### src/esic_pkg.sv
`timescale 1ns / 1ps
// Shared widths, register indexes and reset values for the encoder speed controller.
package esic_pkg;

    localparam int COUNT_W  = 32;
    localparam int TARGET_W = 16;
    localparam int GAIN_W   = 24;
    localparam int LIMIT_W  = 16;
    localparam int DRIVE_W  = 16;
    localparam int SPEED_W  = 31;
    localparam int ERR_W    = 32;
    localparam int FRAC_W   = 16;
    localparam int CFG_W    = 24;
    localparam int CFG_IDX_W = 1;

    localparam logic [CFG_IDX_W-1:0] REG_KP_GAIN   = 1'd0;
    localparam logic [CFG_IDX_W-1:0] REG_PWM_LIMIT = 1'd1;

    localparam logic [GAIN_W-1:0]  KP_GAIN_RST   = 24'd655;
    localparam logic [LIMIT_W-1:0] PWM_LIMIT_RST = 16'd15000;

    typedef logic [COUNT_W-1:0] count_t;

endpackage

### src/encoder_speed_integral_controller_unit.sv
`timescale 1ns / 1ps
// Encoder speed controller: measured speed, error and incremental P drive update.
//
// Input channel (in_valid / in_stall) takes one word per sampling tick: the
// extended encoder position and the target speed. Output channel (out_valid /
// out_stall) returns one word per tick: kept drive value, update flag,
// measured speed and signed speed error.
// An accepted word runs through a small sequencer: speed scaling and error,
// two passes through one shared 24x16 multiplier (gain times low and high
// half of the error magnitude), then the Q16 add, truncation and clamp.
// in_stall is high from acceptance until the finished word is written to the
// output register, so the next word is taken only after the previous one is done.
// A finished word waits in the output register while out_stall is high; the
// next input word can be accepted meanwhile, but its final step holds until
// the output register is taken.
// Reset clears the previous position and the kept drive value to zero and
// loads kp_gain = 655, pwm_limit = 15000. Configuration (cfg_we, cfg_index,
// cfg_data) is to be written only while the block is idle; the block does not enforce it.
module encoder_speed_integral_controller_unit (
    input  logic                          clk,
    input  logic                          rst_n,
    input  logic                          cfg_we,
    input  logic [esic_pkg::CFG_IDX_W-1:0] cfg_index,
    input  logic [esic_pkg::CFG_W-1:0]    cfg_data,
    input  logic                          in_valid,
    output logic                          in_stall,
    input  logic [esic_pkg::COUNT_W-1:0]  encoder_count,
    input  logic [esic_pkg::TARGET_W-1:0] target_speed,
    output logic                          out_valid,
    input  logic                          out_stall,
    output logic [esic_pkg::DRIVE_W-1:0]  drive_value,
    output logic                          drive_update,
    output logic [esic_pkg::SPEED_W-1:0]  measured_speed,
    output logic signed [esic_pkg::ERR_W-1:0] speed_error
);
    import esic_pkg::*;

    localparam logic [2:0] ST_IDLE  = 3'd0;
    localparam logic [2:0] ST_SPEED = 3'd1;
    localparam logic [2:0] ST_MLO   = 3'd2;
    localparam logic [2:0] ST_MHI   = 3'd3;
    localparam logic [2:0] ST_DONE  = 3'd4;

    localparam int PROD_W = GAIN_W + 16;
    localparam int MAG_W  = GAIN_W + SPEED_W;
    localparam int SUM_W  = MAG_W + 1;

    logic [2:0]          state_reg, state_next;
    logic [GAIN_W-1:0]   kp_gain_reg;
    logic [LIMIT_W-1:0]  pwm_limit_reg;
    count_t              last_count_reg;
    logic [DRIVE_W-1:0]  acc_reg;
    count_t              delta_reg;
    logic [TARGET_W-1:0] target_reg;
    logic [SPEED_W-1:0]  speed_reg;
    logic [ERR_W-1:0]    err_reg;
    logic [SPEED_W-1:0]  emag_reg;
    logic                err_neg_reg;
    logic [MAG_W-1:0]    mag_reg;
    logic                out_valid_reg;
    logic [DRIVE_W-1:0]  drive_value_reg;
    logic                drive_update_reg;
    logic [SPEED_W-1:0]  speed_out_reg;
    logic [ERR_W-1:0]    err_out_reg;

    logic                in_take;
    logic                out_free;
    logic                finish;
    count_t              delta_next;
    logic [COUNT_W+4:0]  speed_full;
    logic [SPEED_W-1:0]  speed_sat;
    logic [ERR_W-1:0]    err_calc;
    logic [15:0]         mul_b;
    logic [PROD_W-1:0]   prod;
    logic [SUM_W-1:0]    base_ext;
    logic [SUM_W-1:0]    mag_ext;
    logic [SUM_W-1:0]    sum_val;
    logic [SUM_W-FRAC_W-1:0] q_val;
    logic                q_ge;
    logic [DRIVE_W-1:0]  drive_calc;
    logic                upd_calc;

    assign in_stall = (state_reg != ST_IDLE);
    assign in_take  = in_valid && !in_stall;
    assign out_free = !out_valid_reg || !out_stall;
    assign finish   = (state_reg == ST_DONE) && out_free;

    assign delta_next = (encoder_count >= last_count_reg) ?
                        (encoder_count - last_count_reg) : (last_count_reg - encoder_count);

    // delta * 30 = delta * 32 - delta * 2
    assign speed_full = {delta_reg, 5'b0} - {4'b0, delta_reg, 1'b0};
    assign speed_sat  = (speed_full[COUNT_W+4:SPEED_W] != '0) ? {SPEED_W{1'b1}}
                                                             : speed_full[SPEED_W-1:0];
    assign err_calc   = {{(ERR_W-TARGET_W){1'b0}}, target_reg} - {1'b0, speed_sat};

    // shared multiplier: gain times one half of the error magnitude
    assign mul_b = (state_reg == ST_MHI) ? {1'b0, emag_reg[SPEED_W-1:16]} : emag_reg[15:0];
    assign prod  = kp_gain_reg * mul_b;

    always_comb
    begin
        base_ext = {{(SUM_W-DRIVE_W-FRAC_W){1'b0}}, acc_reg, {FRAC_W{1'b0}}};
        mag_ext  = {1'b0, mag_reg};
        sum_val  = '0;
        if (!err_neg_reg)
        begin
            sum_val = base_ext + mag_ext;
        end
        else if (mag_ext <= base_ext)
        begin
            sum_val = base_ext - mag_ext;
        end
        // negative result truncates toward zero and clamps to 0
        q_val = sum_val[SUM_W-1:FRAC_W];
        q_ge  = (q_val >= {{(SUM_W-FRAC_W-LIMIT_W){1'b0}}, pwm_limit_reg});
        upd_calc = (q_val != '0) && !q_ge;
        if (!q_ge)
        begin
            drive_calc = q_val[DRIVE_W-1:0];
        end
        else if (pwm_limit_reg == '0)
        begin
            drive_calc = '0;
        end
        else
        begin
            drive_calc = pwm_limit_reg - 16'd1;
        end
    end

    always_comb
    begin
        state_next = state_reg;
        case (state_reg)
            ST_IDLE:
            begin
                if (in_take)
                begin
                    state_next = ST_SPEED;
                end
            end
            ST_SPEED: state_next = ST_MLO;
            ST_MLO:   state_next = ST_MHI;
            ST_MHI:   state_next = ST_DONE;
            ST_DONE:
            begin
                if (out_free)
                begin
                    state_next = ST_IDLE;
                end
            end
            default:  state_next = ST_IDLE;
        endcase
    end

    always_ff @(posedge clk or negedge rst_n)
    begin
        if (!rst_n)
        begin
            state_reg      <= ST_IDLE;
            kp_gain_reg    <= KP_GAIN_RST;
            pwm_limit_reg  <= PWM_LIMIT_RST;
            last_count_reg <= '0;
            acc_reg        <= '0;
            out_valid_reg  <= 1'b0;
        end
        else
        begin
            state_reg <= state_next;
            if (cfg_we)
            begin
                case (cfg_index)
                    REG_KP_GAIN:   kp_gain_reg   <= cfg_data[GAIN_W-1:0];
                    REG_PWM_LIMIT: pwm_limit_reg <= cfg_data[LIMIT_W-1:0];
                    default:       ;
                endcase
            end
            if (in_take)
            begin
                last_count_reg <= encoder_count;
            end
            if (finish)
            begin
                acc_reg       <= drive_calc;
                out_valid_reg <= 1'b1;
            end
            else if (!out_stall)
            begin
                out_valid_reg <= 1'b0;
            end
        end
    end

    always_ff @(posedge clk)
    begin
        if (in_take)
        begin
            delta_reg  <= delta_next;
            target_reg <= target_speed;
        end
        case (state_reg)
            ST_SPEED:
            begin
                speed_reg   <= speed_sat;
                err_reg     <= err_calc;
                err_neg_reg <= err_calc[ERR_W-1];
                emag_reg    <= err_calc[ERR_W-1] ? (~err_calc[SPEED_W-1:0] + 31'd1)
                                                 : err_calc[SPEED_W-1:0];
            end
            ST_MLO:
            begin
                mag_reg <= {{(MAG_W-PROD_W){1'b0}}, prod};
            end
            ST_MHI:
            begin
                mag_reg <= mag_reg + {prod[MAG_W-FRAC_W-1:0], {FRAC_W{1'b0}}};
            end
            default: ;
        endcase
        if (finish)
        begin
            drive_value_reg  <= drive_calc;
            drive_update_reg <= upd_calc;
            speed_out_reg    <= speed_reg;
            err_out_reg      <= err_reg;
        end
    end

    assign out_valid      = out_valid_reg;
    assign drive_value    = drive_value_reg;
    assign drive_update   = drive_update_reg;
    assign measured_speed = speed_out_reg;
    assign speed_error    = err_out_reg;

    a_take_starts: assert property (@(posedge clk) disable iff (!rst_n)
        in_take |=> (state_reg == ST_SPEED))
        else $error("accepted word did not start the sequencer");

    a_update_nonzero: assert property (@(posedge clk) disable iff (!rst_n)
        (out_valid_reg && drive_update_reg) |-> (drive_value_reg != '0))
        else $error("update flag with zero drive");

    a_drive_clamped: assert property (@(posedge clk) disable iff (!rst_n)
        (out_valid_reg && (pwm_limit_reg != '0)) |-> (drive_value_reg < pwm_limit_reg))
        else $error("drive value above limit");

    a_out_held: assert property (@(posedge clk) disable iff (!rst_n)
        (state_reg == ST_DONE && out_valid_reg && out_stall) |=> (state_reg == ST_DONE))
        else $error("result step did not wait for output register");

endmodule
### config.mk
export PLATFORM = sky130hd
export DESIGN_NAME = encoder_speed_integral_controller_unit
export DESIGN_NICKNAME = d
export VERILOG_FILES = /design/src/esic_pkg.sv /design/src/encoder_speed_integral_controller_unit.sv
export SDC_FILE = /design/constraint.sdc
export NUM_CORES = 2
export LEC_CHECK = 0
export BUFFER_PORTS_ARGS = -buffer_cell sky130_fd_sc_hd__buf_2
export CORE_MARGIN = 2
export CORE_UTILIZATION = 30
export CTS_BUF_LIST = sky130_fd_sc_hd__clkbuf_8 sky130_fd_sc_hd__clkbuf_16
export CTS_CLUSTER_SIZE = 14
export DETAILED_ROUTE_END_ITERATION = 16
export GPL_TIMING_DRIVEN = 0
export PLACE_DENSITY = 0.57
export SLEW_MARGIN = 20
export SYNTH_ARGS = -nofsm -noshare
export SYNTH_HDL_FRONTEND = slang
export SYNTH_SLANG_ARGS = --single-unit
### constraint.sdc
create_clock -name clk -period 12.4 [get_ports clk]
set_input_delay 0 -clock clk [delete_from_list [all_inputs] [get_ports clk]]
set_output_delay 0 -clock clk [all_outputs]
set_load 0.005 [all_outputs]
# After elaboration in Yosys (flattened, before gate mapping)
# Cells that the tools add are included.
[word_totals] regBits=370 out_inout_bits=82 wordCells=70
[classes] addsub=9 multipliers=1 n_lt_le_gt_ge=3 eq_ne=7 mux=14 n_bitwise=2 n_reduce_logical=17
[ops] cell="$mux W56" n=2
[ops] cell="$pmux W55 S2" n=1
[ops] cell="$sub A32 B32 Y32" n=2
[ops] cell="$mux W31" n=2
[ops] cell="$add A32 B55 Y56" n=1
[ops] cell="$sub A32 B55 Y56" n=1
[ops] cell="$add A55 B55 Y55" n=1
[ops] cell="$le A55 B32 Y1" n=1
[ops] cell="$mux W16" n=3
[ops] cell="$ge A40 B16 Y1" n=1
[ops] cell="$mul A24 B16 Y40" n=1
[ops] cell="$reduce_bool A40 Y1" n=1
[ops] cell="$sub A37 B33 Y37" n=1
[ops] cell="$ge A32 B32 Y1" n=1
[ops] cell="$mux W32" n=1
[ops] cell="$sub A16 B31 Y32" n=1
[ops] cell="$add A31 B1 Y31 const B" n=1
[ops] cell="$not A31 Y31" n=1
[ops] cell="$logic_not A16 Y1" n=1
[ops] cell="$sub A16 B1 Y16 const B" n=1
[ops] cell="$pmux W3 S5" n=1
[ops] cell="$eq A3 B2 Y1 const B" n=2
[ops] cell="$mux W3" n=2
[ops] cell="$reduce_and A2 Y1" n=3
[ops] cell="13 further kinds" n=20

# Longest topological paths before layout
[logic_depth] word_depth=7 depth_mapped=44

# Least setup slack after synthesis
# No wires, ideal clock.
[synth_timing] path_type="reg-to-reg" startpoint="register state_reg[2]" endpoint="register mag_reg[54] (data pin)" setup_ns=0.266 t_arrival_ns=10.951 slack_ns=1.183 stages_incl_launch_ff=43 cell_sequence="dfrtp_1 -> nor2b_1 -> and2_1 -> clkbuf_1 -> clkbuf_1 -> nand2_1 -> nand2_1 -> clkbuf_1 -> nand2_1 -> fa_1 -> inv_1 -> fa_1 -> inv_1 -> fa_1 -> inv_1 -> fa_1 -> fa_1 -> inv_1 -> [... 7 more ...] -> a21boi_0 -> o21a_1 -> o21ai_0 -> a21oi_1 -> xor2_1 -> ha_1 -> a21oi_1 -> nor2b_1 -> o21ai_0 -> nand2b_1 -> nand2_1 -> nand3_1 -> a2111oi_0 -> nor3_1 -> a211o_1 -> a21oi_1 -> xnor3_1 -> nor2_1"
[synth_via] elab_chain_cells=5
[synth_rtl] item="start: declaration" line_no="encoder_speed_integral_controller_unit.sv:48" rtl="logic [2:0] state_reg, state_next;"
[synth_rtl] item="start signal: assignment" line_no="encoder_speed_integral_controller_unit.sv:170" rtl="state_reg <= state_next;"
[synth_rtl] item="$eq A3 B2 Y1" line_no="encoder_speed_integral_controller_unit.sv:98, encoder_speed_integral_controller_unit.sv:202"
[synth_rtl] item="$mux W16" line_no="encoder_speed_integral_controller_unit.sv:98" rtl="assign mul_b = (state_reg == ST_MHI) ? {1'b0, emag_reg[SPEED_W-1:16]} : emag_reg[15:0];"
[synth_rtl] item="$mul A24 B16 Y40" line_no="encoder_speed_integral_controller_unit.sv:99" rtl="assign prod = kp_gain_reg * mul_b;"
[synth_rtl] item="$add A55 B55 Y55" line_no="encoder_speed_integral_controller_unit.sv:217" rtl="mag_reg <= mag_reg + {prod[MAG_W-FRAC_W-1:0], {FRAC_W{1'b0}}};"
[synth_rtl] item="$pmux W55 S2 *" line_no="encoder_speed_integral_controller_unit.sv:202" rtl="case (state_reg)"
[synth_rtl] item="end signal: assignment" line_no="encoder_speed_integral_controller_unit.sv:213" rtl="mag_reg <= {{(MAG_W-PROD_W){1'b0}}, prod};"
[synth_rtl] item="end signal: assignment" line_no="encoder_speed_integral_controller_unit.sv:217"
[synth_rtl] item="end: declaration" line_no="encoder_speed_integral_controller_unit.sv:59" rtl="logic [MAG_W-1:0] mag_reg;"
# Mark *: on every way between the ends. The rest lies on a longest branch, timed or not.
# A chain may end at the register's enable or synchronous reset.

# Final worst setup path
[layout_timing] startpoint="register state_reg[2]" endpoint="register mag_reg[52] (data pin)"
# The elaborated chain is that of the path after synthesis.

==> results.txt <==
Wire length per cell: 19.4 um
Max Clock Freq: 86.9 MHz
Root cell of the clock tree: clkbuf_16
Post-Route Skew: 0.0348 ns
Post-CTS setup buffers: 0
HP Class: input pin to flip-flop
Seq/Total Area, Yosys: 27.9%
Max_cap viols: 0
Syn avg cell area: 9.29 sq um
Slew at the pin closest to its max-slew limit: 1.12 ns
# IOs: 160
Share of the synthesized area in the top cell type: 21.8%
Reg2reg end: mag_reg[52]$_SDFFCE_PP0N_
Synth unique cells: 110
Post-route clock period utilization: 92.8%
Min Tclk post-route: 11.50 ns
Drt pass-1 iters: 5
Clk buf depth: 3
Endpoints failing hold: 0
DRC: 0
Initial Util: 30.2%
Worst setup EP type: flip-flop
Via count: 30697
Cell Rows: 130
Setup TNS: 0 ns
CTS tree: built
Hold path startpoint: target_speed[14]
Global route overflow: 0
Clk_lat worst skew: 0.62 ns
Startpoint types: flip-flop
Peak fanout along the critical path: 23
Status: finished, final reports clean
Setup violators final: 0
Gr usage total: 18.0%
CTS Buf Count: 44
FF-to-FF setup slack: 0.90 ns
Post-Route WL: 118000 um
Filler Cells Inserted: 12967
Cell Area, Placed: 0.0411 sq mm
Drt initial violations: 2427
Die H: 360 um
Detail-routed via count per cell: 5.05
Max incr delay on CP: 0.59 ns
Most frequent cells after synthesis: inv_1 (562), nand2_1 (494), fa_1 (311), ha_1 (310), edfxtp_1 (276)
Origin of the critical flop-to-flop path: state_reg[2]$_DFFE_PN0P_
IO Port Bufs: 159
First-pass GRT wire length: 181000 um
# clock sinks: 368
Max-slew headroom: 25.4%
Synth-to-layout area growth: 14.7%
Post-synth net total: 4788
Crit path required time: 12.86 ns
Critical path class: flip-flop to flip-flop
RePlAce Congestion: 0.899
Hold worst-path end: target_reg[14]$_DFFE_PP_
Via count of the first global-routing pass: 30825
Worst path most repeated cell: fa_1
Routed Antenna Nets: 0
#FFs+latches synth: 368
RSZ-0062 raised after global routing: false
Top-count cell post-synth: inv_1
Async SR Flop Fraction: 25.0%
Fin. max-slew vios: 0
Cell taking the most area after synthesis: edfxtp_1
Synth warnings: 0
Main synth FF type: edfxtp_1
DIE AREA: 0.129 sq mm
CTS HTree Levels: 2
Worst slack at placement: 0.609 ns
Pin count of the biggest net entering global routing: 58
Initial antenna violation count: 5
Reg clk slew, reported paths: 0.07 ns
Share of cells above drive strength 1: 10.1%
Hold Path Depth: 2
Post-layout nets: 5090
Critical Path AT: 11.96 ns
HPWL Detailed: 95200 um
Slowest stage cell, crit path: fa_1
Core region area: 0.126 sq mm
Number of flip-flops under the largest register name: 55
Reg2Reg Depth: 40
Die W: 360 um
Synthesized netlist cell count: 4089
Post-synthesis cell area: 0.0380 sq mm
Main area contributors after synthesis: edfxtp_1 (22%), fa_1 (16%), ha_1 (10%), inv_1 (5.6%), dfrtp_1 (5.2%)
Final instance area: 0.0436 sq mm
Post-route setup slack: 0.898 ns
Post-synth EDFFs: 276
## worst max-delay path: cells and delay by family (launching register included)
family / cells / cell delay, ns
XOR/XNOR: 1 / 0.16
buffers and inverters: 8 / 1.86
adder cells (fa/ha/maj): 8 / 3.97
flip-flops: 1 / 0.45
AO/OA/AOI/OAI: 11 / 2.50
AND/OR/NAND/NOR: 12 / 2.36
## per-stage QoR
step | hold WS [ns] | utilization (%) | std cells
6_report | 0.102 | 34.7 | 6081
5_1_grt | 0.0841 | 34.7 | 6077
4_1_cts | 0.0528 | 34.7 | 6080
3_5_place_dp | -0.0600 | 32.7 | 5914
3_3_place_gp | 0.177 | 32.5 | 5898
2_1_floorplan | -0.296 | - | 4089
## worst max-delay path by stage
stage	startpoint	endpoint	slack, ns	cells past startpoint
4_1_cts	state_reg[1]$_DFFE_PN0P_	mag_reg[54]$_SDFFCE_PP0N_	0.57	42
5_1_grt	state_reg[1]$_DFFE_PN0P_	mag_reg[52]$_SDFFCE_PP0N_	0.009	40
3_3_place_gp	state_reg[2]$_DFFE_PN0P_	mag_reg[54]$_SDFFCE_PP0N_	-2.07	40
2_1_floorplan	state_reg[2]$_DFFE_PN0P_	mag_reg[54]$_SDFFCE_PP0N_	1.18	42
3_5_place_dp	state_reg[1]$_DFFE_PN0P_	mag_reg[54]$_SDFFCE_PP0N_	0.61	42
6_report	state_reg[2]$_DFFE_PN0P_	mag_reg[52]$_SDFFCE_PP0N_	0.90	40
## cell families (layout without fill, tap and decap cells)
group | count (synthesis) | after routing | synth area share [%]
AND/OR/NAND/NOR | 1271 | 1271 | 16.4
AO/OA/AOI/OAI | 820 | 820 | 14.4
buffers and inverters | 720 | 1058 | 7.25
adder cells (fa/ha/maj) | 621 | 621 | 26.6
flip-flops | 368 | 368 | 27.9
XOR/XNOR | 190 | 190 | 4.44
multiplexers | 99 | 99 | 2.97
other | 0 | 4 | 0
## layout by cell type, fill, tap and decap left out, drive strengths merged, types with 79 or more instances in the layout
master and count:
clkbuf 175, nand2 495, and2 177, dfrtp 79
dlygate4sd3 83, xnor2 134, buf 206, o21ai 191
a21o 101, fa 311, ha 310, nor2 204
edfxtp 276, nor3 80, a21oi 212, inv 582
## final cells by class
class / instances / area [sq um] / share of cell area, %
flip-flops and latches: 368 / 10600 / 24.3
multi-input cells: 3001 / 24600 / 56.6
inverters: 566 / 2130 / 4.88
clock inverters: 28 / 324 / 0.744
repair buffers: 259 / 1870 / 4.29
well taps: 1650 / 2060 / 4.74
diodes: 4 / 10.0 / 0.0230
clock buffers: 54 / 1290 / 2.97
plain buffers: 151 / 626 / 1.44
## routing by layer
| layer | vias up | wire (um) | GRT usage (%) |
|---|---|---|---|
| met5 | - | 103 | 0.407 |
| met4 | 6 | 3720 | 5.53 |
| met3 | 179 | 7750 | 3.53 |
| met2 | 886 | 55100 | 30.1 |
| li1 | 14545 | - | - |
| met1 | 15081 | 51000 | 23.2 |
## repair_timing
action / 4_1_cts / 5_1_grt
hold buffers: 84 / 0
endpoints found under the hold margin: 182 / 0
setup endpoints to repair: 0 / 3
gates resized for setup: 0 / 10
Power is left out: the tool's default activity adds up to more than one toggle a clock period on the data nets, which glitch-free logic cannot reach.
